[config.mk]
export PLATFORM = sky130hd
export DESIGN_NAME = alac_cfg_regs
export DESIGN_NICKNAME = d
export VERILOG_FILES = /design/src/rtl/alac_pkg.sv /design/src/rtl/alac_cfg_regs.sv
export SDC_FILE = /design/constraint.sdc
export NUM_CORES = 1
export LEC_CHECK = 0
export BUFFER_PORTS_ARGS = -buffer_cell sky130_fd_sc_hd__buf_2
export CORE_MARGIN = 2
export CORE_UTILIZATION = 34
export DETAILED_ROUTE_END_ITERATION = 10
export PLACE_DENSITY = 0.87
export RECOVER_POWER = 100
export SYNTH_ARGS = -nofsm -noshare
export SYNTH_HDL_FRONTEND = slang
export SYNTH_SLANG_ARGS = --single-unit
export TNS_END_PERCENT = 30
[constraint.sdc]
create_clock -name clk -period 2.54 [get_ports clk]
set_clock_uncertainty 0.15 [all_clocks]
set_input_delay 0.127 -clock clk [delete_from_list [all_inputs] [get_ports clk]]
set_output_delay 0.127 -clock clk [all_outputs]
set_load 0.01 [all_outputs]
[src/rtl/alac_pkg.sv]
// shared types, constants and calibration table for the angle calibration block
package alac_pkg;

    // word field widths
    localparam int SAMPLE_W = 12;
    localparam int ANGLE_W  = 11;
    localparam int WEIGHT_W = 7;
    localparam int SELECT_W = 2;

    // configuration port
    localparam int APB_ADDR_W = 3;
    localparam int APB_DATA_W = 32;
    localparam logic REG_WEIGHT = 1'b0;
    localparam logic REG_SELECT = 1'b1;
    localparam logic [WEIGHT_W-1:0] WEIGHT_RESET = 7'd85;
    localparam logic [SELECT_W-1:0] SELECT_RESET = 2'd2;

    // angle select codes
    localparam logic [SELECT_W-1:0] SEL_AVG  = 2'd0;
    localparam logic [SELECT_W-1:0] SEL_FILT = 2'd1;
    localparam logic [SELECT_W-1:0] SEL_BOTH = 2'd2;

    // filter arithmetic
    localparam logic [SAMPLE_W-1:0] RAW_CEIL = 12'd4080;
    localparam logic [WEIGHT_W-1:0] PCT_FULL = 7'd100;
    localparam logic [WEIGHT_W-1:0] PCT_HALF = 7'd50;
    localparam logic [3:0]          TENTHS   = 4'd10;
    localparam int MIX_W       = 19;
    localparam int RECIP_W     = 20;
    localparam int RECIP_SHIFT = 26;
    localparam int PROD_W      = MIX_W + RECIP_W;
    // ceil(2^26 / 100): exact quotient for every mix value below 2^19
    localparam logic [RECIP_W-1:0] RECIP_100 = 20'd671089;

    // calibration table, raw descending
    localparam int CAL_POINTS = 19;
    localparam int CAL_IDX_W  = $clog2(CAL_POINTS);
    localparam logic [SAMPLE_W-1:0] CAL_RAW [CAL_POINTS] = '{
        12'd3943, 12'd3746, 12'd3575, 12'd3386, 12'd3199, 12'd3006, 12'd2811,
        12'd2602, 12'd2396, 12'd2192, 12'd1977, 12'd1761, 12'd1560, 12'd1366,
        12'd1148, 12'd950,  12'd707,  12'd509,  12'd285
    };
    localparam logic [7:0] CAL_DEG [CAL_POINTS] = '{
        8'd0,   8'd10,  8'd20,  8'd30,  8'd40,  8'd50,  8'd60,  8'd70,  8'd80,
        8'd90,  8'd100, 8'd110, 8'd120, 8'd130, 8'd140, 8'd150, 8'd160, 8'd170,
        8'd180
    };
    localparam logic [ANGLE_W-1:0] ANGLE_FIRST =
        ANGLE_W'(CAL_DEG[0]) * ANGLE_W'(TENTHS);
    localparam logic [ANGLE_W-1:0] ANGLE_LAST =
        ANGLE_W'(CAL_DEG[CAL_POINTS-1]) * ANGLE_W'(TENTHS);

    // interpolation divider
    localparam int DIV_NUM_W = 15;
    localparam int DIV_DEN_W = 8;
    localparam int DIV_CNT_W = $clog2(DIV_NUM_W);

    // controller to datapath commands
    typedef struct packed {
        logic load;
        logic mix;
        logic recip;
        logic filt;
        logic setup;
        logic emit;
    } alac_cmd_t;

    // datapath to controller status
    typedef struct packed {
        logic div_done;
    } alac_stat_t;

    // segment lookup result for one raw value
    typedef struct packed {
        logic                 hi_sat;
        logic                 lo_sat;
        logic [ANGLE_W-1:0]   base;
        logic [DIV_DEN_W-1:0] span;
        logic [DIV_NUM_W-1:0] dividend;
    } alac_seg_t;

    // find the table segment holding raw and build the rounded division operands
    function automatic alac_seg_t cal_setup(input logic [SAMPLE_W-1:0] raw);
        alac_seg_t             seg;
        logic [CAL_IDX_W-1:0]  idx;
        logic [CAL_IDX_W-1:0]  nxt;
        logic [SAMPLE_W-1:0]   span_full;
        logic [SAMPLE_W-1:0]   off_full;
        logic [ANGLE_W-1:0]    dspan;
        idx = '0;
        for (int k = CAL_POINTS - 2; k >= 0; k--)
        begin
            if (raw >= CAL_RAW[k+1])
            begin
                idx = CAL_IDX_W'(k);
            end
        end
        nxt       = idx + CAL_IDX_W'(1);
        span_full = CAL_RAW[idx] - CAL_RAW[nxt];
        off_full  = CAL_RAW[idx] - raw;
        dspan     = ANGLE_W'(CAL_DEG[nxt] - CAL_DEG[idx]) * ANGLE_W'(TENTHS);
        seg.hi_sat   = (raw >= CAL_RAW[0]);
        seg.lo_sat   = (raw <= CAL_RAW[CAL_POINTS-1]);
        seg.base     = ANGLE_W'(CAL_DEG[idx]) * ANGLE_W'(TENTHS);
        seg.span     = span_full[DIV_DEN_W-1:0];
        seg.dividend = DIV_NUM_W'(off_full[DIV_DEN_W-1:0]) * DIV_NUM_W'(dspan)
                     + DIV_NUM_W'(span_full[DIV_DEN_W-1:1]);
        return seg;
    endfunction

endpackage

[src/rtl/alac_cfg_regs.sv]
// configuration registers behind the apb-style port
module alac_cfg_regs
    import alac_pkg::*;
(
    input  logic                  clk,
    input  logic                  rst_n,
    input  logic                  psel,
    input  logic                  penable,
    input  logic                  pwrite,
    input  logic [APB_ADDR_W-1:0] paddr,
    input  logic [APB_DATA_W-1:0] pwdata,
    output logic [APB_DATA_W-1:0] prdata,
    output logic                  pready,
    output logic [WEIGHT_W-1:0]   weight,
    output logic [SELECT_W-1:0]   select
);

    logic [WEIGHT_W-1:0] weight_reg;
    logic [WEIGHT_W-1:0] weight_next;
    logic [SELECT_W-1:0] select_reg;
    logic [SELECT_W-1:0] select_next;
    logic                wr_en;
    logic                reg_idx;

    assign pready  = 1'b1;
    assign wr_en   = psel && penable && pwrite;
    assign reg_idx = paddr[2];

    // register write decode
    always_comb
    begin
        weight_next = weight_reg;
        select_next = select_reg;
        if (wr_en)
        begin
            unique case (reg_idx)
                REG_WEIGHT: weight_next = pwdata[WEIGHT_W-1:0];
                REG_SELECT: select_next = pwdata[SELECT_W-1:0];
                default:    weight_next = weight_reg;
            endcase
        end
    end

    always_ff @(posedge clk or negedge rst_n)
    begin
        if (!rst_n)
        begin
            weight_reg <= WEIGHT_RESET;
            select_reg <= SELECT_RESET;
        end
        else
        begin
            weight_reg <= weight_next;
            select_reg <= select_next;
        end
    end

    // read back
    always_comb
    begin
        unique case (reg_idx)
            REG_WEIGHT: prdata = APB_DATA_W'(weight_reg);
            REG_SELECT: prdata = APB_DATA_W'(select_reg);
            default:    prdata = '0;
        endcase
    end

    assign weight = weight_reg;
    assign select = select_reg;

endmodule

Yosys cells after proc, flatten, opt, wreduce, memory -nomap -nowiden
Index checks and enable logic that the tools add are counted. W data, S select, Z words.

Word-level logic and storage cells: 8. Input bits: 40. Register bits after elaboration: 9.

Multiplexer cells: 1. Bitwise logic cells: 1. Reduce and logical (&&, ||, !) cells: 4.

Operators by type and width (number): $pmux W32 S2 (1); $reduce_and A2 Y1 (2); $logic_and A1 B1 Y1 (2); $not A1 Y1 (1).

Longest topological paths before layout
Depth in word-level cells: 3. Mapped depth: 3. Gate-level depth less buffers: 2.

Least setup slack after synthesis
No wires, ideal clock.

Path kind: input port to flip-flop. From: input paddr[2]. To: register weight_reg[5] (netlist: weight[5]). Buffers on the path: 1. Setup time: 0.125 ns. Setup slack: 1.487 ns. Required time: 2.265 ns. Arrival time: 0.778 ns. Cell stages on the path: 3. Cell sequence: buf_6 > nand4b_4 > mux2_4.

Longest elaborated chain between the ends: 2.

RTL lines: start: declaration (RTL line alac_cfg_regs.sv:10) `input logic [APB_ADDR_W-1:0] paddr,`; $not A1 Y1 (no source line); $reduce_and A2 Y1 (no source line); end signal: assignment (RTL line alac_cfg_regs.sv:53) `weight_reg <= weight_next;`; end: declaration (RTL line alac_cfg_regs.sv:18) `logic [WEIGHT_W-1:0] weight_reg;`.

Every way passes these cells. A chain may end at the register's enable or synchronous reset.

Final worst setup path
From: register select_reg[1] (netlist: select[1]). To: output prdata[1].

Longest elaborated chain between the ends: 1.

RTL lines: start: declaration (RTL line alac_cfg_regs.sv:20) `logic [SELECT_W-1:0] select_reg;`; start signal: assignment (RTL line alac_cfg_regs.sv:54) `select_reg <= select_next;`; $pmux W32 S2 (RTL line alac_cfg_regs.sv:61) `unique case (reg_idx)`; end: declaration (RTL line alac_cfg_regs.sv:12) `output logic [APB_DATA_W-1:0] prdata,`.

Every way passes these cells. The select of a mux whose other input is x is not followed.

==> impl_metrics.py <==
metrics = {
    "status": {
        "status": "finished clean",
    },
    "synthesis": {
        "ys_seq_elements": 9,
        "synth_area_leaders": "buf_4 30%, dfstp_2 20%, dfrtp_1 15%",
        "synth_top_area_share_pct": 29.8,
        "yosysWarnings": 0,
        "ys_types": 10,
        "yosys.area.top_type": "buf_4",
        "synth_cells": 56,
        "syn-cell-area_um2": 654,
        "avgSynthCellArea_um2": 11.7,
        "ys_seq_area_share_pct": 35.4,
    },
    "finish": {
        "drive_above_1_share_pct": 34.4,
        "fill_cells": 184,
        "diodes": 0,
        "largest_reg_flops": 7,
        "multi_input_area_um2": 295,
        "seq_area_um2": 231,
        "instances_no_fill": 118,
        "area_growth_pct": 20.5,
        "fin_nets": 134,
    },
    "hold_path": {
        "min_delay_worst_endpoint": "select[0]",
        "hold_path_depth": 3,
        "hold_class": "in -> reg",
        "hp-start": "pwrite",
    },
    "clocking": {
        "tritoncts": "yes",
        "post_cts_resized": 0,
        "cts-htree-levels": 1,
        "clock_latency_ns": 0.25,
        "cts_buffer_depth": 2,
        "clock-sinks": 9,
        "cts_buffers": 3,
        "path_clk_slew_ns": 0.06,
        "root_buffer": "clkbuf_4",
    },
    "placed_design": {
        "dp.cells": 106,
        "gp_congestion": 0.654,
        "dp.final_hpwl_um": 872,
        "port_buffers": 28,
    },
    "die": {
        "initial_core_util_pct": 37.1,
        "core_area_um2": 1760,
        "die-width_um": 47.9,
        "io_pins": 82,
        "die_area_um2": 2290,
        "fp-row-count": 15,
        "die_h_um": 47.9,
    },
    "timing": {
        "finalMaxSlewViolations": 0,
        "rsz0062_at_grt": "false",
        "fin_crit_ns": 1.37,
        "fin_tns_setup_ns": 0,
        "setup_viol": 0,
        "hold_violations": 0,
        "fmax_mhz": 729,
        "period_share_pct": 54.0,
    },
    "setup_path": {
        "critPathKind": "reg -> out",
        "timing.rr.end": "weight[5]",
        "cp-end-kind": "primary output",
        "worstPathArrival_ns": 1.09,
        "worst-path-max-fanout": 3,
        "rr_worst_depth": 1,
        "r2r_slack_ns": 1.58,
        "worstReg2RegStart": "weight[5]",
        "start_kind": "register",
        "crit_required_ns": 2.26,
    },
    "route": {
        "drt_iter0_drc": 1,
        "routedWlPerCell_um": 9.19,
        "dr_total_vias": 441,
        "post-route-drc-count": 0,
        "drt-total-wl_um": 1090,
        "dr.pass1.iters": 2,
        "ant_nets": 0,
        "viasPerCell": 3.74,
    },
    "global_route": {
        "grt_start_max_net_pins": 10,
        "antenna_found_initial": 0,
        "grt_usage_pct": 10.2,
        "grt_pass1_wl_um": 1570,
        "gr-total-overflow": 0,
        "grt_pass1_vias": 374,
    },
    "run": {
        "max-cap-violations": 0,
    },
    "pwr": {
        "ir_drop_mv": 0.321,
        "powerDensity_nw_per_um2": 597,
        "p_leak_nw": 0.398,
    },
}
## how the worst max path moves through the flow
| stage | slack, ns | to | start | cells after the start |
|---|---|---|---|---|
| final | 1.17 | prdata[1] | select[1] | 2 |
| after CTS | 1.19 | prdata[1] | select[1] | 2 |
| after detailed placement | 1.36 | weight[5] | paddr[2] | 3 |
| after global routing | 1.11 | prdata[1] | select[1] | 2 |
| after floorplan | 1.49 | weight[5] | paddr[2] | 3 |
| after global placement | 1.37 | weight[5] | paddr[2] | 3 |
## routing by layer
metal	up-vias	GRT usage [%]	share of wire, %
li1	208	-	-
met2	34	20.5	53
met3	0	5.66	10
met4	0	1.62	0
met1	199	8.66	37
met5	-	0	0
## final cells by class
class                      count  area share, %
multi-input combinational     44           37.5
sequential                     9           29.4
timing repair buffer          36           25.9
tap                           25           3.97
clock buffer                   4           3.33
## worst max-delay path, cell delays in order (launching register included)
cell,delay (ns)
dfstp_1,0.53
mux2_2,0.15
clkbuf_1,0.15
## cells in the final DEF (no fill, tap or decap)
| cell | synthesis | layout |
|---|---|---|
| conb_1 | 2 | 26 |
| buf_2 | 0 | 15 |
| clkbuf_1 | 0 | 14 |
| mux2_2 | 8 | 8 |
| dlygate4sd3_1 | 0 | 8 |
| and2b_2 | 5 | 5 |
| dfstp_1 | 0 | 5 |
| dfrtp_1 | 4 | 4 |
| mux2_1 | 0 | 3 |
| clkbuf_4 | 0 | 3 |
| nand4_1 | 1 | 1 |
| nand4b_4 | 1 | 1 |
## kinds of logic after synthesis
family	Yosys count	synth area share (%)
buffers and inverters	27	31.5
DFF	9	35.4
and+or+nand+nor	7	11.3
other	2	1.15
muxes	11	20.7
## stage by stage
step	power (mW)	setup WS (ns)	hold slack (ns)	util, %	instance area (um^2)
detailed placement	0.380	1.36	-0.160	40.2	709
global route	0.510	1.11	0.161	44.7	788
global placement	0.375	1.37	-0.167	40.2	709
CTS	0.504	1.19	0.0912	46.2	816
finish	0.471	1.17	0.147	44.7	788
floorplan	0.341	1.49	-0.319	-	744
## cells in the mapped netlist
library cell	n
buf_4	26
mux2_2	8
and2b_2	5
dfstp_2	5
dfrtp_1	4
mux2_4	3
conb_1	2
buf_6	1
nand4_1	1
nand4b_4	1
## what timing repair did
item	CTS	global route
hold endpoints to repair	18	0
endpoints found under the setup margin	0	0
setup buffers	0	0
hold buffers	8	0
## report_power, final
group	switching (mW)	total, mW	internal (mW)
registers	0.0206	0.203	0.183
logic	0.0848	0.159	0.0740
clock network	0.0482	0.109	0.0604
Power figures use the tool's default switching activity.
