[src/rtl/alac_pkg.sv]
// shared types, constants and calibration table for the angle calibration block
package alac_pkg;

    // word field widths
    localparam int SAMPLE_W = 12;
    localparam int ANGLE_W  = 11;
    localparam int WEIGHT_W = 7;
    localparam int SELECT_W = 2;

    // configuration port
    localparam int APB_ADDR_W = 3;
    localparam int APB_DATA_W = 32;
    localparam logic REG_WEIGHT = 1'b0;
    localparam logic REG_SELECT = 1'b1;
    localparam logic [WEIGHT_W-1:0] WEIGHT_RESET = 7'd85;
    localparam logic [SELECT_W-1:0] SELECT_RESET = 2'd2;

    // angle select codes
    localparam logic [SELECT_W-1:0] SEL_AVG  = 2'd0;
    localparam logic [SELECT_W-1:0] SEL_FILT = 2'd1;
    localparam logic [SELECT_W-1:0] SEL_BOTH = 2'd2;

    // filter arithmetic
    localparam logic [SAMPLE_W-1:0] RAW_CEIL = 12'd4080;
    localparam logic [WEIGHT_W-1:0] PCT_FULL = 7'd100;
    localparam logic [WEIGHT_W-1:0] PCT_HALF = 7'd50;
    localparam logic [3:0]          TENTHS   = 4'd10;
    localparam int MIX_W       = 19;
    localparam int RECIP_W     = 20;
    localparam int RECIP_SHIFT = 26;
    localparam int PROD_W      = MIX_W + RECIP_W;
    // ceil(2^26 / 100): exact quotient for every mix value below 2^19
    localparam logic [RECIP_W-1:0] RECIP_100 = 20'd671089;

    // calibration table, raw descending
    localparam int CAL_POINTS = 19;
    localparam int CAL_IDX_W  = $clog2(CAL_POINTS);
    localparam logic [SAMPLE_W-1:0] CAL_RAW [CAL_POINTS] = '{
        12'd3943, 12'd3746, 12'd3575, 12'd3386, 12'd3199, 12'd3006, 12'd2811,
        12'd2602, 12'd2396, 12'd2192, 12'd1977, 12'd1761, 12'd1560, 12'd1366,
        12'd1148, 12'd950,  12'd707,  12'd509,  12'd285
    };
    localparam logic [7:0] CAL_DEG [CAL_POINTS] = '{
        8'd0,   8'd10,  8'd20,  8'd30,  8'd40,  8'd50,  8'd60,  8'd70,  8'd80,
        8'd90,  8'd100, 8'd110, 8'd120, 8'd130, 8'd140, 8'd150, 8'd160, 8'd170,
        8'd180
    };
    localparam logic [ANGLE_W-1:0] ANGLE_FIRST =
        ANGLE_W'(CAL_DEG[0]) * ANGLE_W'(TENTHS);
    localparam logic [ANGLE_W-1:0] ANGLE_LAST =
        ANGLE_W'(CAL_DEG[CAL_POINTS-1]) * ANGLE_W'(TENTHS);

    // interpolation divider
    localparam int DIV_NUM_W = 15;
    localparam int DIV_DEN_W = 8;
    localparam int DIV_CNT_W = $clog2(DIV_NUM_W);

    // controller to datapath commands
    typedef struct packed {
        logic load;
        logic mix;
        logic recip;
        logic filt;
        logic setup;
        logic emit;
    } alac_cmd_t;

    // datapath to controller status
    typedef struct packed {
        logic div_done;
    } alac_stat_t;

    // segment lookup result for one raw value
    typedef struct packed {
        logic                 hi_sat;
        logic                 lo_sat;
        logic [ANGLE_W-1:0]   base;
        logic [DIV_DEN_W-1:0] span;
        logic [DIV_NUM_W-1:0] dividend;
    } alac_seg_t;

    // find the table segment holding raw and build the rounded division operands
    function automatic alac_seg_t cal_setup(input logic [SAMPLE_W-1:0] raw);
        alac_seg_t             seg;
        logic [CAL_IDX_W-1:0]  idx;
        logic [CAL_IDX_W-1:0]  nxt;
        logic [SAMPLE_W-1:0]   span_full;
        logic [SAMPLE_W-1:0]   off_full;
        logic [ANGLE_W-1:0]    dspan;
        idx = '0;
        for (int k = CAL_POINTS - 2; k >= 0; k--)
        begin
            if (raw >= CAL_RAW[k+1])
            begin
                idx = CAL_IDX_W'(k);
            end
        end
        nxt       = idx + CAL_IDX_W'(1);
        span_full = CAL_RAW[idx] - CAL_RAW[nxt];
        off_full  = CAL_RAW[idx] - raw;
        dspan     = ANGLE_W'(CAL_DEG[nxt] - CAL_DEG[idx]) * ANGLE_W'(TENTHS);
        seg.hi_sat   = (raw >= CAL_RAW[0]);
        seg.lo_sat   = (raw <= CAL_RAW[CAL_POINTS-1]);
        seg.base     = ANGLE_W'(CAL_DEG[idx]) * ANGLE_W'(TENTHS);
        seg.span     = span_full[DIV_DEN_W-1:0];
        seg.dividend = DIV_NUM_W'(off_full[DIV_DEN_W-1:0]) * DIV_NUM_W'(dspan)
                     + DIV_NUM_W'(span_full[DIV_DEN_W-1:1]);
        return seg;
    endfunction

endpackage

[src/rtl/alac_ctrl.sv]
// sequencing state machine and output valid flag
module alac_ctrl
    import alac_pkg::*;
(
    input  logic       clk,
    input  logic       rst_n,
    input  logic       in_valid,
    output logic       in_ready,
    output logic       out_valid,
    input  logic       out_ready,
    output alac_cmd_t  cmd,
    input  alac_stat_t stat
);

    localparam logic [2:0] ST_IDLE  = 3'd0;
    localparam logic [2:0] ST_MIX   = 3'd1;
    localparam logic [2:0] ST_RECIP = 3'd2;
    localparam logic [2:0] ST_FILT  = 3'd3;
    localparam logic [2:0] ST_SETUP = 3'd4;
    localparam logic [2:0] ST_DIV   = 3'd5;
    localparam logic [2:0] ST_EMIT  = 3'd6;

    logic [2:0] state_reg;
    logic [2:0] state_next;
    logic       out_valid_reg;
    logic       out_valid_next;
    logic       slot_free;

    assign slot_free = !out_valid_reg || out_ready;

    // next state and commands
    always_comb
    begin
        state_next = state_reg;
        cmd        = '0;
        in_ready   = 1'b0;
        unique case (state_reg)
            ST_IDLE:
            begin
                in_ready = 1'b1;
                if (in_valid)
                begin
                    cmd.load   = 1'b1;
                    state_next = ST_MIX;
                end
            end
            ST_MIX:
            begin
                cmd.mix    = 1'b1;
                state_next = ST_RECIP;
            end
            ST_RECIP:
            begin
                cmd.recip  = 1'b1;
                state_next = ST_FILT;
            end
            ST_FILT:
            begin
                cmd.filt   = 1'b1;
                state_next = ST_SETUP;
            end
            ST_SETUP:
            begin
                cmd.setup  = 1'b1;
                state_next = ST_DIV;
            end
            ST_DIV:
            begin
                if (stat.div_done)
                begin
                    state_next = ST_EMIT;
                end
            end
            ST_EMIT:
            begin
                if (slot_free)
                begin
                    cmd.emit   = 1'b1;
                    state_next = ST_IDLE;
                end
            end
            default:
            begin
                state_next = ST_IDLE;
            end
        endcase
    end

    // output word held until taken
    assign out_valid_next = (out_valid_reg && !out_ready) || cmd.emit;

    always_ff @(posedge clk or negedge rst_n)
    begin
        if (!rst_n)
        begin
            state_reg     <= ST_IDLE;
            out_valid_reg <= 1'b0;
        end
        else
        begin
            state_reg     <= state_next;
            out_valid_reg <= out_valid_next;
        end
    end

    assign out_valid = out_valid_reg;

endmodule

[config.mk]
export PLATFORM = sky130hd
export DESIGN_NAME = alac_ctrl
export DESIGN_NICKNAME = d
export VERILOG_FILES = /design/src/rtl/alac_pkg.sv /design/src/rtl/alac_ctrl.sv
export SDC_FILE = /design/constraint.sdc
export NUM_CORES = 1
export LEC_CHECK = 0
export BUFFER_PORTS_ARGS = -buffer_cell sky130_fd_sc_hd__buf_2
export CORE_AREA = 4 4 41 43
export CTS_CLUSTER_SIZE = 30
export DETAILED_ROUTE_END_ITERATION = 16
export DIE_AREA = 0 0 45 47
export GPL_TIMING_DRIVEN = 0
export HOLD_SLACK_MARGIN = 0.02
export SETUP_SLACK_MARGIN = 0.3
export SYNTH_ARGS = -nofsm -noshare
export SYNTH_HDL_FRONTEND = slang
export SYNTH_SLANG_ARGS = --single-unit
[constraint.sdc]
create_clock -name clk -period 1.05 [get_ports clk]
set_input_delay 0.1575 -clock clk [delete_from_list [all_inputs] [get_ports clk]]
set_output_delay 0.1575 -clock clk [all_outputs]
set_load 0.02 [all_outputs]
==> Word-level counts from Yosys, hierarchy flattened <==
Cells that the tools add are included.
{ "word_totals": {"reg_bits": 4, "inputBits": 5, "elab_cells": 31} }
{ "classes": {"eq_ne": 9, "muxes": 13, "reduce_logical": 7} }
{ "op_table": {"columns": ["op", "count"], "rows": [
  ["one-hot mux 3 bit (7 select lines)", 1],
  ["== test 3 bit (second input constant)", 3],
  ["two-way mux 1 bit", 9],
  ["two-way mux 3 bit", 3],
  ["== test 3 x 2 -> 1 bit (second input constant)", 2],
  ["!= test 2 bit (second input constant)", 3],
  ["== test 3 x 1 -> 1 bit (second input constant)", 1],
  ["zero test 3 bit", 1],
  ["AND reduction 3 bit", 1],
  ["zero test 1 bit", 2],
  ["logical OR 1 bit", 2],
  ["logical AND 1 bit", 1]
]} }

==> Logic depth before layout (Yosys ltp) <==
Gate-level depths: netlist (run 1).
{ "depth": {"ltp_word": 5, "mapped_depth": 4, "depth_no_buf": 3} }

==> Worst setup path before layout (run 1) <==
OpenSTA, ideal clock, no wires.
{ "synth_path": {"path_kind": "register -> output", "startpoint": "register state_reg[2]", "endpoint": "output port cmd[5] (netlist name)", "arrival_ns": 1.123, "path_slack_ns": -0.231, "stages_incl_launch_ff": 4, "path_buffers": 1, "path_cell_list": "dfrtp_1 buf_4 nor3_2 and2_1"} }
{ "synth_lines": {"columns": ["element", "line", "rtl"], "rows": [
  ["from (decl)", "alac_ctrl.sv:23", "logic [2:0] state_reg;"],
  ["from (signal assigned)", "alac_ctrl.sv:101", "state_reg <= state_next;"],
  ["to (decl)", "alac_ctrl.sv:11", "output alac_cmd_t cmd,"]
]} }

==> results of run 1 <==
## layer usage
layer  vias up  GRT usage  routed length [um]
met4         0     0.0877                  31
met1       123     0.0828                 296
li1        134          -                   -
met5         -          0                   0
met3         4     0.0230                  43
met2        11      0.136                 386
## logic make-up after synthesis
| kind of cell | after synthesis | share of synthesized area |
|---|---|---|
| compound gates | 4 | 0.122 |
| flops | 4 | 0.408 |
| buf+inv | 2 | 0.0765 |
| simple gates | 15 | 0.393 |
## final cells by class
type                       count  area, um^2  share of cell area
timing repair buffer          20         170               0.337
sequential                     4         103               0.203
buffer                         2        22.5              0.0446
clock buffer                   3        22.5              0.0446
tap                           15        18.8              0.0371
multi-input combinational     19         169               0.334
## cell usage in the layout, fill, tap and decap left out, drive strengths merged
cell         synthesis  layout
a21o                 1       1
nand2b               2       2
dlygate4sd3          0       1
dfrtp                4       4
nor3b                2       2
clkbuf               0       3
a221oi               1       1
and2                 1       1
and3b                1       1
nand2                3       3
and3                 1       1
a22o                 1       1
nor3                 2       2
nor2b                3       3
o21ai                1       1
buf                  2      21
## worst max-delay path: stages (launching register included)
cell	delay, ns
dfrtp_1	0.38
buf_6	0.13
nor3_4	0.17
and2_4	0.16
buf_6	0.11
## power by group through the flow
stage | sequential (uW) | combinational [uW] | clock (uW)
2_1_floorplan | 319 | 585 | 0
5_1_grt | 334 | 1190 | 213
3_5_place_dp | 316 | 764 | 0
3_3_place_gp | 313 | 764 | 0
4_1_cts | 324 | 937 | 194
6_report | 322 | 1120 | 190
## what timing repair did
item                       in CTS  in global routing
pin swaps                       2                  3
setup endpoints to repair      12                 12
buffers inserted                2                  4
cloned                          1                  0
hold endpoints to repair        4                  0
hold buffers                    1                  0
resized for setup              11                  7
## per-stage QoR
stage	setup TNS (ns)	cell area (um^2)	std cells	hold WS (ns)	total power, uW
floorplan	-0.110	284	25	-0.138	905
global placement	-0.265	363	52	-0.0360	1080
detailed placement	-0.268	363	52	-0.0360	1080
finish	-1.80	505	63	0.240	1630
CTS	-1.64	450	59	0.229	1450
global route	-2.33	505	63	0.232	1740
## final timing paths
path	to	start	depth (start not counted)	slack, ns
max in group asynchronous	state_reg[0]$_DFFE_PN0P_	rst_n	2	0.66
setup reg to reg	state_reg[0]$_DFFE_PN0P_	state_reg[2]$_DFFE_PN0P_	4	-0.10
hold reg to reg	out_valid$_DFF_PN0_	out_valid$_DFF_PN0_	2	0.60
min in group asynchronous	state_reg[1]$_DFFE_PN0P_	rst_n	2	0.25
hold / removal	state_reg[0]$_DFFE_PN0P_	stat	3	0.24
setup / recovery	cmd[5]	state_reg[2]$_DFFE_PN0P_	4	-0.28
==> results.cfg, run 1 <==
[placement]
gp_congestion = 0.675
dpl.hpwl_um = 407
pre_cts_ws_ns = -0.115
portBuffers = 12

[timing]
tightest_slew_ns = 0.232
fin_crit_ns = 1.33
slew_viol_final = 0
finalHoldViolCount = 0
max_freq_mhz = 750
final.period_utilization = 1.27
setup_viol = 10
rsz0062_at_grt = yes
max_slew_margin = 0.845
setup_ws_ns = -0.284
skew_ns = 0.00639

[clock_network]
numCtsBuffers = 3
insertion_delay_ns = 0.24
clock-sinks = 4
cts_tree = done
cts_buffer_depth = 2
htree_levels = 1
clk_pin_slew_ns = 0.03
cts_root_buf = clkbuf_4

[power_and_ir_drop]
swShare = 0.396
combPwrFrac = 0.685
leakagePower_uw = 0.000249
p_seq_frac = 0.198
power.density_mw_per_mm2 = 3220
clock_power_share = 0.117
vdd_drop_max_uv = 1390
internal_power_uw = 983
p_switching_uw = 645

[routing]
drc = 0
drtAntennaViolNets = 0
wl_per_cell_um = 12.0
vias = 272
first_iter_violations = 5
drt-vias-per-instance = 4.32
routed_wl_um = 757
dr.pass1.iters = 3

[synth]
synth_common_cells = 4 x dfrtp_1, 3 x nand2_1, 2 x nand2b_1, 2 x nor2b_1, 2 x nor3b_1
yosys.area.top_type = dfrtp_1
syn_avg_cell_area_um2 = 9.81
synth_ff_type = dfrtp_1
synth_seq_area_share = 0.408
synth_fp_nets = 30
yosysMostFrequentCell = dfrtp_1
synth_cell_types = 17
syn_inst = 25
synthArstFlopShare = 1.00
synth_edf_count = 0
synth.area.top_cells = dfrtp_1 41%, nor3b_1 6.1%, nand2b_1 5.1%, nor2b_1 5.1%, buf_6 4.6%
ys.warnings.count = 0
syn_area_um2 = 245
ys_ff_latch = 4
synth_top_area_frac = 0.408

[hold_path]
min_path_type = primary input to register

[global_routing]
grt_use_total = 0.0833
grt_pass1_vias = 249
overflow = 0
grt_start_max_net_pins = 10
grt_pass1_wl_um = 1150
antenna_found_initial = 0

[worst_setup_path]
path_class = register to primary output
startpoint_type = register
end_kind = primary output
worstPathRequired_ns = 0.89
arrival_ns = 1.18
cp_max_fo = 4

[finish]
fillCellCount = 140
largest_reg_flops = 3
layout-drive-gt1-share = 0.729
n_antenna_cell = 0
area_growth_pct = 106
nets = 55
finish.utilization = 0.388

[die]
fp.dieW_um = 45
fp-row-count = 13
initial_core_util = 0.188
die_h_um = 47
core_mm2 = 0.00130
die_area_mm2 = 0.00212
io_pins = 13

[run]
drv_cap = 0

[status]
violations = setup timing
status = finished with violations
No activity file was read; power rests on OpenSTA's default activity.
==> inputs of run 2 (changes only) <==
==> constraint.sdc (replaced) <==
create_clock -name clk -period 1.05 [get_ports clk]
set_input_delay 0.1575 -clock clk [delete_from_list [all_inputs] [get_ports clk]]
set_output_delay 0.1575 -clock clk [all_outputs]
set_load 0.1 [all_outputs]
==> run 2 against run 1 <==
Clock-buffer cell count grew 1. First-iteration DRC count is 80% lower. Non-clock buffer count increased by 3. The flow still finishes with violations (setup timing). Sequential cell count unchanged. Cell count grew 6.3%. Design area increased by 26%. Largest cell class unchanged. Die area unchanged. Via count rose by 7.0%. Register-to-register slack got worse by 0.04 ns.
==> results.cfg, run 2 (synthesized netlist as in run 1, its figures left out) <==
[worst_setup_path]
arrival_ns = 1.28
cp_max_fo = 6
path_class = register to primary output
startpoint_type = register
end_kind = primary output
worstPathRequired_ns = 0.89

[global_routing]
overflow = 0
grt_start_max_net_pins = 9
grt_pass1_vias = 322
antenna_found_initial = 0
grt_use_total = 0.115
grt_pass1_wl_um = 1550

[die]
fp-row-count = 13
io_pins = 13
die_h_um = 47
fp.dieW_um = 45
die_area_mm2 = 0.00212
initial_core_util = 0.188
core_mm2 = 0.00130

[clock_network]
numCtsBuffers = 3
cts_root_buf = clkbuf_4
clk_pin_slew_ns = 0.05
cts_tree = done
cts_buffer_depth = 2
insertion_delay_ns = 0.25
htree_levels = 1
clock-sinks = 4

[run]
drv_cap = 0

[finish]
most-common-layout-cells = 11 x buf_6, 6 x buf_12, 4 x buf_2
multi_input_area_um2 = 191
area_growth_pct = 160
finish.utilization = 0.490
final_area_um2 = 638
final_common_cell = buf_6
regArea_um2 = 105
fillCellCount = 134
layout-drive-gt1-share = 0.788
largest_reg_flops = 3
instances_no_fill = 67
n_antenna_cell = 0
nets = 58

[timing]
rsz0062_at_grt = yes
fin_crit_ns = 1.44
setup_viol = 12
max_slew_margin = 0.858
finalHoldViolCount = 0
setup_ws_ns = -0.386
max_freq_mhz = 696
final.period_utilization = 1.37
skew_ns = 0.0109
slew_viol_final = 0
tightest_slew_ns = 0.214

[placement]
dp.cells = 52
gp_congestion = 0.667
dpl.hpwl_um = 472
place_area_um2 = 368
portBuffers = 12

[routing]
dr.pass1.iters = 2
drt-vias-per-instance = 4.34
first_iter_violations = 1
routed_wl_um = 849
vias = 291
drc = 0
wl_per_cell_um = 12.7
drtAntennaViolNets = 0

[status]
violations = setup timing
status = finished with violations

[hold_path]
min_path_type = primary input to register
-- run 2: per-stage QoR --
stage	hold slack [ns]	setup slack (ns)	TNS (ns)
2_1_floorplan	-0.138	-0.888	-3.86
6_report	0.190	-0.386	-2.94
3_3_place_gp	-0.0327	-0.396	-2.15
5_1_grt	0.204	-0.446	-3.49
4_1_cts	0.189	-0.393	-2.60
3_5_place_dp	-0.0268	-0.399	-2.21
-- run 2: cell type report --
class,count,share of cell area
Timing Repair Buffer,23,0.429
Multi-Input combinational cell,19,0.300
Sequential cell,4,0.165
Clock buffer,4,0.0412
Buffer,2,0.0353
Tap cell,15,0.0294
-- run 2: final timing paths --
check | from | endpoint | slack [ns] | depth (start not counted)
setup / recovery | state_reg[1]$_DFFE_PN0P_ | cmd[5] | -0.39 | 4
hold / removal | out_ready | out_valid$_DFF_PN0_ | 0.19 | 3
setup reg to reg | state_reg[1]$_DFFE_PN0P_ | state_reg[0]$_DFFE_PN0P_ | -0.14 | 5
hold reg to reg | out_valid$_DFF_PN0_ | out_valid$_DFF_PN0_ | 0.59 | 2
max in group asynchronous | rst_n | state_reg[0]$_DFFE_PN0P_ | 0.66 | 2
min in group asynchronous | rst_n | out_valid$_DFF_PN0_ | 0.24 | 2
-- run 2: layer usage --
metal / routed length, um / GRT usage / vias up
li1: - / - / 140
met1: 308 / 0.110 / 134
met5: 0 / 0 / -
met3: 49 / 0.0268 / 4
met4: 48 / 0.140 / 0
met2: 443 / 0.186 / 13
-- run 2: worst max-delay path, stage by stage, from the launching register on --
cell and delay (ns):
dfrtp_1 0.37, buf_6 0.14, nor3_4 0.18, and2_4 0.17, buf_12 0.16
-- run 2: repair_timing --
item	in CTS	in global routing
hold endpoints to repair	4	0
resized for setup	38	4
setup endpoints to repair	12	12
pin swaps	5	4
buffers inserted	8	2
hold buffers	1	0
Power of run 2 is not shown: default switching activity piles up to over one toggle a cycle in this logic, so the estimate is an artifact.
