`config.mk`:
```
export PLATFORM = sky130hd
export DESIGN_NAME = alac_datapath
export DESIGN_NICKNAME = d
export VERILOG_FILES = /design/src/rtl/alac_pkg.sv /design/src/rtl/alac_divider.sv /design/src/rtl/alac_datapath.sv
export SDC_FILE = /design/constraint.sdc
export NUM_CORES = 1
export LEC_CHECK = 0
export ABC_AREA = 1
export BUFFER_PORTS_ARGS = -buffer_cell sky130_fd_sc_hd__buf_2
export CORE_ASPECT_RATIO = 1.1
export CORE_MARGIN = 2
export CORE_UTILIZATION = 40
export CTS_CLUSTER_DIAMETER = 100
export DETAILED_ROUTE_END_ITERATION = 10
export GPL_ROUTABILITY_DRIVEN = 0
export MAX_ROUTING_LAYER = met4
export PLACE_DENSITY = 0.57
export RECOVER_POWER = 100
export SLEW_MARGIN = 20
export SYNTH_ARGS = -nofsm -noshare
export SYNTH_HDL_FRONTEND = slang
export SYNTH_SLANG_ARGS = --single-unit
```
`constraint.sdc`:
```
create_clock -name clk -period 12.1 [get_ports clk]
set_clock_uncertainty 0.05 [all_clocks]
set_input_delay 3.63 -clock clk [delete_from_list [all_inputs] [get_ports clk]]
set_output_delay 3.63 -clock clk [all_outputs]
set_load 0.02 [all_outputs]
```
`src/rtl/alac_pkg.sv`:
```
// shared types, constants and calibration table for the angle calibration block
package alac_pkg;

    // word field widths
    localparam int SAMPLE_W = 12;
    localparam int ANGLE_W  = 11;
    localparam int WEIGHT_W = 7;
    localparam int SELECT_W = 2;

    // configuration port
    localparam int APB_ADDR_W = 3;
    localparam int APB_DATA_W = 32;
    localparam logic REG_WEIGHT = 1'b0;
    localparam logic REG_SELECT = 1'b1;
    localparam logic [WEIGHT_W-1:0] WEIGHT_RESET = 7'd85;
    localparam logic [SELECT_W-1:0] SELECT_RESET = 2'd2;

    // angle select codes
    localparam logic [SELECT_W-1:0] SEL_AVG  = 2'd0;
    localparam logic [SELECT_W-1:0] SEL_FILT = 2'd1;
    localparam logic [SELECT_W-1:0] SEL_BOTH = 2'd2;

    // filter arithmetic
    localparam logic [SAMPLE_W-1:0] RAW_CEIL = 12'd4080;
    localparam logic [WEIGHT_W-1:0] PCT_FULL = 7'd100;
    localparam logic [WEIGHT_W-1:0] PCT_HALF = 7'd50;
    localparam logic [3:0]          TENTHS   = 4'd10;
    localparam int MIX_W       = 19;
    localparam int RECIP_W     = 20;
    localparam int RECIP_SHIFT = 26;
    localparam int PROD_W      = MIX_W + RECIP_W;
    // ceil(2^26 / 100): exact quotient for every mix value below 2^19
    localparam logic [RECIP_W-1:0] RECIP_100 = 20'd671089;

    // calibration table, raw descending
    localparam int CAL_POINTS = 19;
    localparam int CAL_IDX_W  = $clog2(CAL_POINTS);
    localparam logic [SAMPLE_W-1:0] CAL_RAW [CAL_POINTS] = '{
        12'd3943, 12'd3746, 12'd3575, 12'd3386, 12'd3199, 12'd3006, 12'd2811,
        12'd2602, 12'd2396, 12'd2192, 12'd1977, 12'd1761, 12'd1560, 12'd1366,
        12'd1148, 12'd950,  12'd707,  12'd509,  12'd285
    };
    localparam logic [7:0] CAL_DEG [CAL_POINTS] = '{
        8'd0,   8'd10,  8'd20,  8'd30,  8'd40,  8'd50,  8'd60,  8'd70,  8'd80,
        8'd90,  8'd100, 8'd110, 8'd120, 8'd130, 8'd140, 8'd150, 8'd160, 8'd170,
        8'd180
    };
    localparam logic [ANGLE_W-1:0] ANGLE_FIRST =
        ANGLE_W'(CAL_DEG[0]) * ANGLE_W'(TENTHS);
    localparam logic [ANGLE_W-1:0] ANGLE_LAST =
        ANGLE_W'(CAL_DEG[CAL_POINTS-1]) * ANGLE_W'(TENTHS);

    // interpolation divider
    localparam int DIV_NUM_W = 15;
    localparam int DIV_DEN_W = 8;
    localparam int DIV_CNT_W = $clog2(DIV_NUM_W);

    // controller to datapath commands
    typedef struct packed {
        logic load;
        logic mix;
        logic recip;
        logic filt;
        logic setup;
        logic emit;
    } alac_cmd_t;

    // datapath to controller status
    typedef struct packed {
        logic div_done;
    } alac_stat_t;

    // segment lookup result for one raw value
    typedef struct packed {
        logic                 hi_sat;
        logic                 lo_sat;
        logic [ANGLE_W-1:0]   base;
        logic [DIV_DEN_W-1:0] span;
        logic [DIV_NUM_W-1:0] dividend;
    } alac_seg_t;

    // find the table segment holding raw and build the rounded division operands
    function automatic alac_seg_t cal_setup(input logic [SAMPLE_W-1:0] raw);
        alac_seg_t             seg;
        logic [CAL_IDX_W-1:0]  idx;
        logic [CAL_IDX_W-1:0]  nxt;
        logic [SAMPLE_W-1:0]   span_full;
        logic [SAMPLE_W-1:0]   off_full;
        logic [ANGLE_W-1:0]    dspan;
        idx = '0;
        for (int k = CAL_POINTS - 2; k >= 0; k--)
        begin
            if (raw >= CAL_RAW[k+1])
            begin
                idx = CAL_IDX_W'(k);
            end
        end
        nxt       = idx + CAL_IDX_W'(1);
        span_full = CAL_RAW[idx] - CAL_RAW[nxt];
        off_full  = CAL_RAW[idx] - raw;
        dspan     = ANGLE_W'(CAL_DEG[nxt] - CAL_DEG[idx]) * ANGLE_W'(TENTHS);
        seg.hi_sat   = (raw >= CAL_RAW[0]);
        seg.lo_sat   = (raw <= CAL_RAW[CAL_POINTS-1]);
        seg.base     = ANGLE_W'(CAL_DEG[idx]) * ANGLE_W'(TENTHS);
        seg.span     = span_full[DIV_DEN_W-1:0];
        seg.dividend = DIV_NUM_W'(off_full[DIV_DEN_W-1:0]) * DIV_NUM_W'(dspan)
                     + DIV_NUM_W'(span_full[DIV_DEN_W-1:1]);
        return seg;
    endfunction

endpackage

```
`src/rtl/alac_divider.sv`:
```
// radix-2 restoring divider, one quotient bit per cycle
module alac_divider
    import alac_pkg::*;
(
    input  logic                 clk,
    input  logic                 rst_n,
    input  logic                 start,
    input  logic [DIV_NUM_W-1:0] dividend,
    input  logic [DIV_DEN_W-1:0] divisor,
    output logic [DIV_NUM_W-1:0] quotient,
    output logic                 done
);

    localparam logic [DIV_CNT_W-1:0] CNT_LAST = DIV_CNT_W'(DIV_NUM_W - 1);

    logic                 busy_reg;
    logic                 busy_next;
    logic                 done_reg;
    logic                 done_next;
    logic [DIV_CNT_W-1:0] cnt_reg;
    logic [DIV_CNT_W-1:0] cnt_next;
    logic [DIV_DEN_W-1:0] rem_reg;
    logic [DIV_DEN_W-1:0] rem_next;
    logic [DIV_NUM_W-1:0] quo_reg;
    logic [DIV_NUM_W-1:0] quo_next;
    logic [DIV_DEN_W-1:0] den_reg;
    logic [DIV_DEN_W-1:0] den_next;
    logic [DIV_DEN_W:0]   trial;
    logic [DIV_DEN_W:0]   diff;
    logic                 fits;

    // one shift-subtract step
    assign trial = {rem_reg, quo_reg[DIV_NUM_W-1]};
    assign diff  = trial - {1'b0, den_reg};
    assign fits  = (trial >= {1'b0, den_reg});

    always_comb
    begin
        busy_next = busy_reg;
        cnt_next  = cnt_reg;
        rem_next  = rem_reg;
        quo_next  = quo_reg;
        den_next  = den_reg;
        done_next = busy_reg && (cnt_reg == CNT_LAST);
        if (start)
        begin
            busy_next = 1'b1;
            cnt_next  = '0;
            rem_next  = '0;
            quo_next  = dividend;
            den_next  = divisor;
        end
        else if (busy_reg)
        begin
            rem_next = fits ? diff[DIV_DEN_W-1:0] : trial[DIV_DEN_W-1:0];
            quo_next = {quo_reg[DIV_NUM_W-2:0], fits};
            cnt_next = cnt_reg + DIV_CNT_W'(1);
            if (cnt_reg == CNT_LAST)
            begin
                busy_next = 1'b0;
            end
        end
    end

    always_ff @(posedge clk or negedge rst_n)
    begin
        if (!rst_n)
        begin
            busy_reg <= 1'b0;
            done_reg <= 1'b0;
            cnt_reg  <= '0;
        end
        else
        begin
            busy_reg <= busy_next;
            done_reg <= done_next;
            cnt_reg  <= cnt_next;
        end
    end

    always_ff @(posedge clk)
    begin
        rem_reg <= rem_next;
        quo_reg <= quo_next;
        den_reg <= den_next;
    end

    assign quotient = quo_reg;
    assign done     = done_reg;

endmodule

```
`src/rtl/alac_datapath.sv`:
```
// filter arithmetic, calibration lookup and output word register
module alac_datapath
    import alac_pkg::*;
(
    input  logic                clk,
    input  logic                rst_n,
    input  alac_cmd_t           cmd,
    output alac_stat_t          stat,
    input  logic [SAMPLE_W-1:0] sample,
    input  logic [WEIGHT_W-1:0] weight,
    input  logic [SELECT_W-1:0] select,
    output logic [SAMPLE_W-1:0] clamped_average,
    output logic [SAMPLE_W-1:0] filtered_sample,
    output logic [ANGLE_W-1:0]  average_angle_tenths,
    output logic [ANGLE_W-1:0]  filtered_angle_tenths,
    output logic                average_angle_valid,
    output logic                filtered_angle_valid
);

    localparam int QUO_W = PROD_W - RECIP_SHIFT;

    logic                primed_reg;
    logic                primed_next;
    logic [SAMPLE_W-1:0] filt_reg;
    logic [SAMPLE_W-1:0] filt_next;
    logic [SAMPLE_W-1:0] avg_reg;
    logic [SAMPLE_W-1:0] avg_next;
    logic [WEIGHT_W-1:0] w_reg;
    logic [WEIGHT_W-1:0] w_next;
    logic [MIX_W-1:0]    mix_reg;
    logic [MIX_W-1:0]    mix_next;
    logic [PROD_W-1:0]   prod_reg;
    logic [PROD_W-1:0]   prod_next;
    logic [QUO_W-1:0]    pct_quo;
    logic [SAMPLE_W-1:0] pct_clamped;

    alac_seg_t           seg_avg;
    alac_seg_t           seg_filt;
    logic                a_hi_reg;
    logic                a_hi_next;
    logic                a_lo_reg;
    logic                a_lo_next;
    logic [ANGLE_W-1:0]  a_base_reg;
    logic [ANGLE_W-1:0]  a_base_next;
    logic                f_hi_reg;
    logic                f_hi_next;
    logic                f_lo_reg;
    logic                f_lo_next;
    logic [ANGLE_W-1:0]  f_base_reg;
    logic [ANGLE_W-1:0]  f_base_next;

    logic [DIV_NUM_W-1:0] a_quo;
    logic [DIV_NUM_W-1:0] f_quo;
    logic                 a_done;
    logic                 f_done;
    logic [ANGLE_W-1:0]   a_angle;
    logic [ANGLE_W-1:0]   f_angle;

    logic [SAMPLE_W-1:0] out_avg_reg;
    logic [SAMPLE_W-1:0] out_avg_next;
    logic [SAMPLE_W-1:0] out_filt_reg;
    logic [SAMPLE_W-1:0] out_filt_next;
    logic [ANGLE_W-1:0]  out_a_ang_reg;
    logic [ANGLE_W-1:0]  out_a_ang_next;
    logic [ANGLE_W-1:0]  out_f_ang_reg;
    logic [ANGLE_W-1:0]  out_f_ang_next;
    logic                out_a_vld_reg;
    logic                out_a_vld_next;
    logic                out_f_vld_reg;
    logic                out_f_vld_next;

    // divide by one hundred through the reciprocal product
    assign pct_quo     = prod_reg[PROD_W-1:RECIP_SHIFT];
    assign pct_clamped = (pct_quo > QUO_W'(RAW_CEIL)) ? RAW_CEIL : pct_quo[SAMPLE_W-1:0];

    // segment lookup for both values
    assign seg_avg  = cal_setup(avg_reg);
    assign seg_filt = cal_setup(filt_reg);

    // filter pipeline steps
    always_comb
    begin
        avg_next    = avg_reg;
        w_next      = w_reg;
        mix_next    = mix_reg;
        prod_next   = prod_reg;
        filt_next   = filt_reg;
        primed_next = primed_reg;
        if (cmd.load)
        begin
            avg_next = (sample > RAW_CEIL) ? RAW_CEIL : sample;
            w_next   = (weight > PCT_FULL) ? PCT_FULL : weight;
        end
        if (cmd.mix)
        begin
            mix_next = MIX_W'(w_reg) * MIX_W'(avg_reg)
                     + MIX_W'(PCT_FULL - w_reg) * MIX_W'(filt_reg)
                     + MIX_W'(PCT_HALF);
        end
        if (cmd.recip)
        begin
            prod_next = PROD_W'(mix_reg) * PROD_W'(RECIP_100);
        end
        if (cmd.filt)
        begin
            filt_next   = primed_reg ? pct_clamped : avg_reg;
            primed_next = 1'b1;
        end
    end

    // segment capture for the angle conversion
    always_comb
    begin
        a_hi_next   = a_hi_reg;
        a_lo_next   = a_lo_reg;
        a_base_next = a_base_reg;
        f_hi_next   = f_hi_reg;
        f_lo_next   = f_lo_reg;
        f_base_next = f_base_reg;
        if (cmd.setup)
        begin
            a_hi_next   = seg_avg.hi_sat;
            a_lo_next   = seg_avg.lo_sat;
            a_base_next = seg_avg.base;
            f_hi_next   = seg_filt.hi_sat;
            f_lo_next   = seg_filt.lo_sat;
            f_base_next = seg_filt.base;
        end
    end

    alac_divider u_div_avg (
        .clk      (clk),
        .rst_n    (rst_n),
        .start    (cmd.setup),
        .dividend (seg_avg.dividend),
        .divisor  (seg_avg.span),
        .quotient (a_quo),
        .done     (a_done)
    );

    alac_divider u_div_filt (
        .clk      (clk),
        .rst_n    (rst_n),
        .start    (cmd.setup),
        .dividend (seg_filt.dividend),
        .divisor  (seg_filt.span),
        .quotient (f_quo),
        .done     (f_done)
    );

    assign stat.div_done = a_done && f_done;

    // saturate outside the table, else segment base plus rounded offset
    assign a_angle = a_hi_reg ? ANGLE_FIRST :
                     a_lo_reg ? ANGLE_LAST  : a_base_reg + a_quo[ANGLE_W-1:0];
    assign f_angle = f_hi_reg ? ANGLE_FIRST :
                     f_lo_reg ? ANGLE_LAST  : f_base_reg + f_quo[ANGLE_W-1:0];

    // output word register
    always_comb
    begin
        out_avg_next   = out_avg_reg;
        out_filt_next  = out_filt_reg;
        out_a_ang_next = out_a_ang_reg;
        out_f_ang_next = out_f_ang_reg;
        out_a_vld_next = out_a_vld_reg;
        out_f_vld_next = out_f_vld_reg;
        if (cmd.emit)
        begin
            out_avg_next   = avg_reg;
            out_filt_next  = filt_reg;
            out_a_ang_next = a_angle;
            out_f_ang_next = f_angle;
            out_a_vld_next = (select == SEL_AVG) || (select == SEL_BOTH);
            out_f_vld_next = (select == SEL_FILT) || (select == SEL_BOTH);
        end
    end

    // filter state
    always_ff @(posedge clk or negedge rst_n)
    begin
        if (!rst_n)
        begin
            primed_reg <= 1'b0;
            filt_reg   <= '0;
        end
        else
        begin
            primed_reg <= primed_next;
            filt_reg   <= filt_next;
        end
    end

    // payload registers
    always_ff @(posedge clk)
    begin
        avg_reg       <= avg_next;
        w_reg         <= w_next;
        mix_reg       <= mix_next;
        prod_reg      <= prod_next;
        a_hi_reg      <= a_hi_next;
        a_lo_reg      <= a_lo_next;
        a_base_reg    <= a_base_next;
        f_hi_reg      <= f_hi_next;
        f_lo_reg      <= f_lo_next;
        f_base_reg    <= f_base_next;
        out_avg_reg   <= out_avg_next;
        out_filt_reg  <= out_filt_next;
        out_a_ang_reg <= out_a_ang_next;
        out_f_ang_reg <= out_f_ang_next;
        out_a_vld_reg <= out_a_vld_next;
        out_f_vld_reg <= out_f_vld_next;
    end

    assign clamped_average       = out_avg_reg;
    assign filtered_sample       = out_filt_reg;
    assign average_angle_tenths  = out_a_ang_reg;
    assign filtered_angle_tenths = out_f_ang_reg;
    assign average_angle_valid   = out_a_vld_reg;
    assign filtered_angle_valid  = out_f_vld_reg;

endmodule

```
* Word-level counts from Yosys, hierarchy flattened
Memories as Yosys holds them, arrays and structs flattened.
Index checks and enable logic that the tools add are counted.
** Cells by class
- Bitwise operators :: 4
- Reduce and logical (&&, ||, !) cells :: 10
- Multiplexer cells :: 72
- Add/sub/neg operators :: 19
- Magnitude comparators :: 49
- Multipliers :: 9
- Equal/unequal tests :: 4
** Operator list (count)
- $ge 12x12->1 const B :: 20
- $mux 5 :: 36
- $mux 8 :: 18
- $ge 12x11->1 const B :: 10
- $mux 15 :: 4
- $ge 12x10->1 const B :: 4
- $ge 12x9->1 const B :: 4
- $sub 8x8->8 :: 6
- $mul 19x20->39 const B :: 1
- $add 15x7->15 :: 2
- $mul 8x10->14 :: 2
- $ge 6x6->1 const B :: 4
- $le 12x9->1 const B :: 2
- $mux 12 :: 2
- $not 5->6 :: 4
- $add 11x11->11 :: 2
- $mul 11x3->10 const B :: 2
- $mux 11 :: 2
- $mul 8x3->10 const B :: 2
- $add 19x19->19 :: 1
- $add 19x6->19 const B :: 1
- $mul 7x12->19 :: 1
- $mul 8x13->19 :: 1
- $ge 9x8->1 :: 2
- other kinds (17) :: 34
** Storage, ports and cells
- Output and inout port bits :: 49
- Logic and storage cells :: 207
- Memories :: 8
- Input port bits :: 29
- Register bits after elaboration :: 236
- ROM bits :: 2560
** Memory list
- (no name shown) :: words 32, width 12, rd ports 1, clocked after memory_dff 0, write ports 0, RTL line alac_pkg.sv:100 : off_full = CAL_RAW[idx] - raw;
- (no name shown) :: words 32, width 12, rd ports 1, clocked after memory_dff 0, write ports 0, RTL line alac_pkg.sv:99 : span_full = CAL_RAW[idx] - CAL_RAW[nxt];
- (no name shown) :: words 32, width 12, rd ports 1, clocked after memory_dff 0, write ports 0, RTL line alac_pkg.sv:100
- (no name shown) :: words 32, width 12, rd ports 1, clocked after memory_dff 0, write ports 0, RTL line alac_pkg.sv:99
- (no name shown) :: words 32, width 8, rd ports 1, clocked after memory_dff 0, write ports 0, RTL line alac_pkg.sv:104 : seg.base = ANGLE_W'(CAL_DEG[idx]) * ANGLE_W'(TENTHS);
- (no name shown) :: words 32, width 8, rd ports 1, clocked after memory_dff 0, write ports 0, RTL line alac_pkg.sv:101 : dspan = ANGLE_W'(CAL_DEG[nxt] - CAL_DEG[idx]) * ANGLE_W'(TENTHS);
- 2 more memories

* Longest topological paths before layout
- Depth in word-level cells :: 29
- Gate-level depth with buffers :: 77
- Gate-level depth less buffers :: 74

* Modules after synthesis
A second synthesis with hierarchy kept.
** Second synthesis, totals
- Cell total of the unflattened synthesis :: 3632
- Area, all modules :: 30514.3 µm²
** By module, submodules not included
- alac_datapath :: area an instance 26545.5 µm², cells an instance 3172, instances 1, sequential area each 3958.8 µm²
- alac_divider :: area an instance 1984.4 µm², cells an instance 230, instances 2, sequential area each 1001.0 µm²

* Least setup slack after synthesis
Ideal clock, no wire load.
- Path kind :: reg-to-reg
- Start :: register avg_reg[7]
- End :: register u_div_avg.quo_reg[14], in the netlist u_div_avg.quotient[14], data pin
- Arrival time :: 9.768 ns
- Cell stages (with the launch flop) :: 69
- Setup slack :: 2.030 ns
- Path buffers :: 1
- Period minus slack after synthesis :: 10.070 ns
- Required time :: 11.798 ns
- Library setup time :: 0.252 ns
- Path through :: edfxtp_1 buf_6 nor2_4 nand2_1 nor2_1 nand3b_1 nand2_1 o311ai_1 nand2_1 nand3_1 nand2_1 nand2_1 nand2_1 nand2_1 nand2_1 nand2_1 nand2_1 nand2_1 (+33 left out) fa_1 inv_1 ha_1 inv_1 nor4_1 nand2_1 o311ai_0 xor2_1 nand2_1 xor2_1 nand3_1 nand2_1 nand2_1 nand2_1 o21bai_1 nand2_1 nand2_1 nand2_1
** On the way
- Cells in the longest elaborated chain, start to end :: 29
- Elaborated cells between the ends (all ways) :: 58
** Ends and longest elaborated chain
- start, declared :: RTL line alac_datapath.sv:26 : logic [SAMPLE_W-1:0] avg_reg;
- start signal, assigned :: RTL line alac_datapath.sv:197 : avg_reg <= avg_next;
- $ge 12x9->1 :: RTL line alac_pkg.sv:93 : if (raw >= CAL_RAW[k+1])
- $mux 5 (18 in a row) :: RTL line alac_pkg.sv:93
- $add 5x1->5 :: RTL line alac_pkg.sv:98 : nxt = idx + CAL_IDX_W'(1);
- $not 5->6 (implied by the code) :: RTL line alac_pkg.sv:99, alac_pkg.sv:101
- $mem_v2 32x8
- $mux 8 (implied by the code) (2 in a row) :: RTL line alac_pkg.sv:101
- $sub 8x8->9 :: RTL line alac_pkg.sv:101
- $mul 11x3->10 :: RTL line alac_pkg.sv:101
- $mul 8x10->14 :: RTL line alac_pkg.sv:106 : seg.dividend = DIV_NUM_W'(off_full[DIV_DEN_W-1:0]) * DIV_NUM_W'(dspan)
- $add 15x7->15 * :: RTL line alac_pkg.sv:107 : + DIV_NUM_W'(span_full[DIV_DEN_W-1:1]);
- $mux 15 * :: RTL line alac_divider.sv:45 : if (start)
- net u_div_avg.quo_next[14] :: RTL line alac_divider.sv:25 : logic [DIV_NUM_W-1:0] quo_next;
- end signal, assigned :: RTL line alac_divider.sv:84 : quo_reg <= quo_next;
- end, declared :: RTL line alac_divider.sv:24 : logic [DIV_NUM_W-1:0] quo_reg;
The timed path passes the listed nets; every way through them passes the cells marked *. The select of a mux whose other input is x is not followed.
A chain may end at the register's enable or synchronous reset.

* Worst setup path in the final report
- Start :: register avg_reg[3]
- End :: register u_div_avg.quo_reg[14], in the netlist u_div_avg.quotient[14], data pin
The elaborated chain is that of the path after synthesis.

==> reports/qor.yml <==
status:
  outcome: "finished with violations"
  violations: "capacitance limit, slew limit"
routing:
  first_iter_violations: 1737
  dr.pass1.iters: 5
  ant_nets: 0
  routed_wl_um: 73700
  post_drt_wl_per_cell_um: 16.0
  route.detailed.drc: 0
  via_count: 23100
  viasPerCell: 5.01
sta:
  finalHoldViolCount: 0
  finalSetupTns_ps: 0
  fmax_ghz: 0.0900
  min_period_ps: 11110
  setup_violations: 0
  period_share_pct: 91.8
  drv_slew: 75
  rsz0062_at_grt: "false"
  worst_pin_slew_ps: 3490
  layout_setup_ws_ps: 991
  relSlewSlack_pct: -133
worst_setup_path:
  crit_path_frequent_cell: "nand2_1"
  crit_fanout: 12
  crit_required_ps: 12400
  cp_slowest_stage_delay_ps: 560
  endpoint_kind: "register"
  crit_type: "reg2reg"
  crit_path_top_delay_cell: "fa_1"
  arrival_ps: 11410
  cp-start-kind: "register"
finish:
  finalNetCount: 4435
  n_antenna_cell: 0
  final_cell_count_no_fill: 4612
  layout_common_cells: "inv_1 (797), nand2_1 (528), ha_1 (421)"
  ff_latch_area_um2: 5970
  fill_cells: 7487
  multi_input_area_um2: 20900
  drive_above_1_share_pct: 5.51
  final_common_cell: "inv_1"
  largest_reg_flops: 19
  area_growth_pct: 7.86
synthesis:
  post_synth_num_cell_types: 62
  seq_area_frac_synth_pct: 19.6
  synth-edff-count: 167
  ys_warn_count: 0
  synth_nets: 4376
  syn_inst: 3567
  synth_area_um2: 30400
  synth_seq_cells: 208
  ys_async_sr_fraction_pct: 12.0
  ys.flop_type: "edfxtp_1"
  avgSynthCellArea_um2: 8.52
clocking:
  htreeDepth: 1
  clkSinkCount: 208
  clk_latency_ps: 590
  path_clk_slew_ps: 60
  cts_buffers: 30
  root_buffer: "clkbuf_16"
  cts_hold_buf: 0
  max-clock-path-buffers: 3
  tritoncts: "built"
floorplanning:
  ios: 78
  die_h_um: 293
  coreArea_um2: 74900
  initial_utilization_pct: 40.6
  die_w_um: 267
  placementRows: 105
  fp.dieArea_um2: 78200
place:
  placedCellCount: 4550
  pre_cts_ws_ps: 624
  io_buffers: 77
  hpwl_um: 60600
global_routing:
  grt_usage_pct: 20.1
  overflow: 0
  antenna_found_initial: 0
  grt_max_degree: 66
  grt_pass1_vias: 23500
  grt_pass1_wl_um: 122000
job:
  maxCapViolations: 2
min_path:
  hold_path.class: "reg2reg"
cells in the mapped netlist (6+ instances only):
cell | instances | area, um^2
inv_1 | 801 | 3010
a21o_1 | 10 | 75.1
a22oi_1 | 6 | 45.0
dfrtp_1 | 25 | 626
nand2_2 | 26 | 163
or2_2 | 17 | 106
xnor2_1 | 42 | 368
xor2_1 | 95 | 832
o22ai_1 | 16 | 100
nor3_1 | 42 | 210
a31oi_1 | 19 | 119
fa_1 | 359 | 7190
buf_6 | 10 | 113
nand3b_1 | 13 | 97.6
o211ai_1 | 10 | 75.1
nand2_1 | 527 | 1980
clkinv_1 | 7 | 26.3
nor2_1 | 299 | 1120
inv_2 | 24 | 90.1
nor2_2 | 6 | 37.5
a21oi_1 | 197 | 986
buf_4 | 6 | 45.0
o21ai_1 | 21 | 105
nand4_1 | 28 | 175
o21bai_1 | 15 | 113
edfxtp_1 | 167 | 5010
o21ai_0 | 119 | 596
clkbuf_1 | 59 | 221
nor2_4 | 6 | 67.6
nand3_1 | 71 | 355
dfxtp_1 | 16 | 320
o31ai_1 | 18 | 135
ha_1 | 421 | 5270
cells by family (layout without fill, tap and decap cells):
group	count (synthesis)	count (layout)	synth area share, %
XOR/XNOR	139	139	4.06
adder cells (fa/ha/maj)	780	780	41.0
AND/OR/NAND/NOR	1058	1058	14.8
flip-flops	208	208	19.6
AO/OA/AOI/OAI	468	468	8.85
buffers and inverters	914	996	11.7
final timing paths:
kind                                        from                     end  slack [ps]  depth (start not counted)
setup reg to reg                      avg_reg[3]  u_div_avg.quotient[14]         990                         68
hold / removal             u_div_filt.rem_reg[7]   u_div_filt.rem_reg[7]         430                          2
hold reg to reg            u_div_filt.rem_reg[7]   u_div_filt.rem_reg[7]         430                          2
max in group asynchronous                  rst_n             filt_reg[1]        7550                          1
setup / recovery                      avg_reg[3]  u_div_avg.quotient[14]         990                         68
min in group asynchronous                  rst_n   u_div_filt.cnt_reg[2]        3380                          1
cell type report:
class                           count  share of cell area, %
Multi-Input combinational cell   2445                   63.8
Sequential cell                   208                   18.2
Inverter                          834                   9.59
Tap cell                          963                   3.68
Clock buffer                       39                   2.58
Timing Repair Buffer              107                   1.55
Clock inverter                     16                  0.626
through the flow:
stage               instance area [um^2]  util [%]  hold WS (ps)
CTS                                32800      43.8           430
floorplan                          30400         -           370
global placement                   31700      42.4           409
finish                             32800      43.8           431
global route                       32800      43.8           463
detailed placement                 31700      42.4           415
worst max-delay path: cells and delay by family (launching register included):
family | cells | cell delay [ps]
adders and majority gates | 9 | 3580
and+or+nand+nor | 35 | 3320
DFF | 1 | 420
xor gates and xnor gates | 5 | 1040
AOI/OAI and AO/OA | 9 | 1260
buffers and inverters | 10 | 1170
layer usage:
metal | vias to the layer above | part of all wire, % | GRT usage [%]
met4 | 0 | 2.5 | 5.02
met1 | 11000 | 46 | 27.4
met2 | 587 | 46 | 31.9
met3 | 107 | 5.1 | 2.26
met5 | - | 0 | -
li1 | 11400 | - | -
repair_timing:
| item | in CTS | in global routing |
|---|---|---|
| endpoints found under the hold margin | 0 | 0 |
| setup endpoints to repair | 0 | 3 |
| setup buffers | 0 | 7 |
| resized for setup | 0 | 17 |
Power is left out: the tool's default activity adds up to more than one toggle a clock period on the data nets, which glitch-free logic cannot reach.
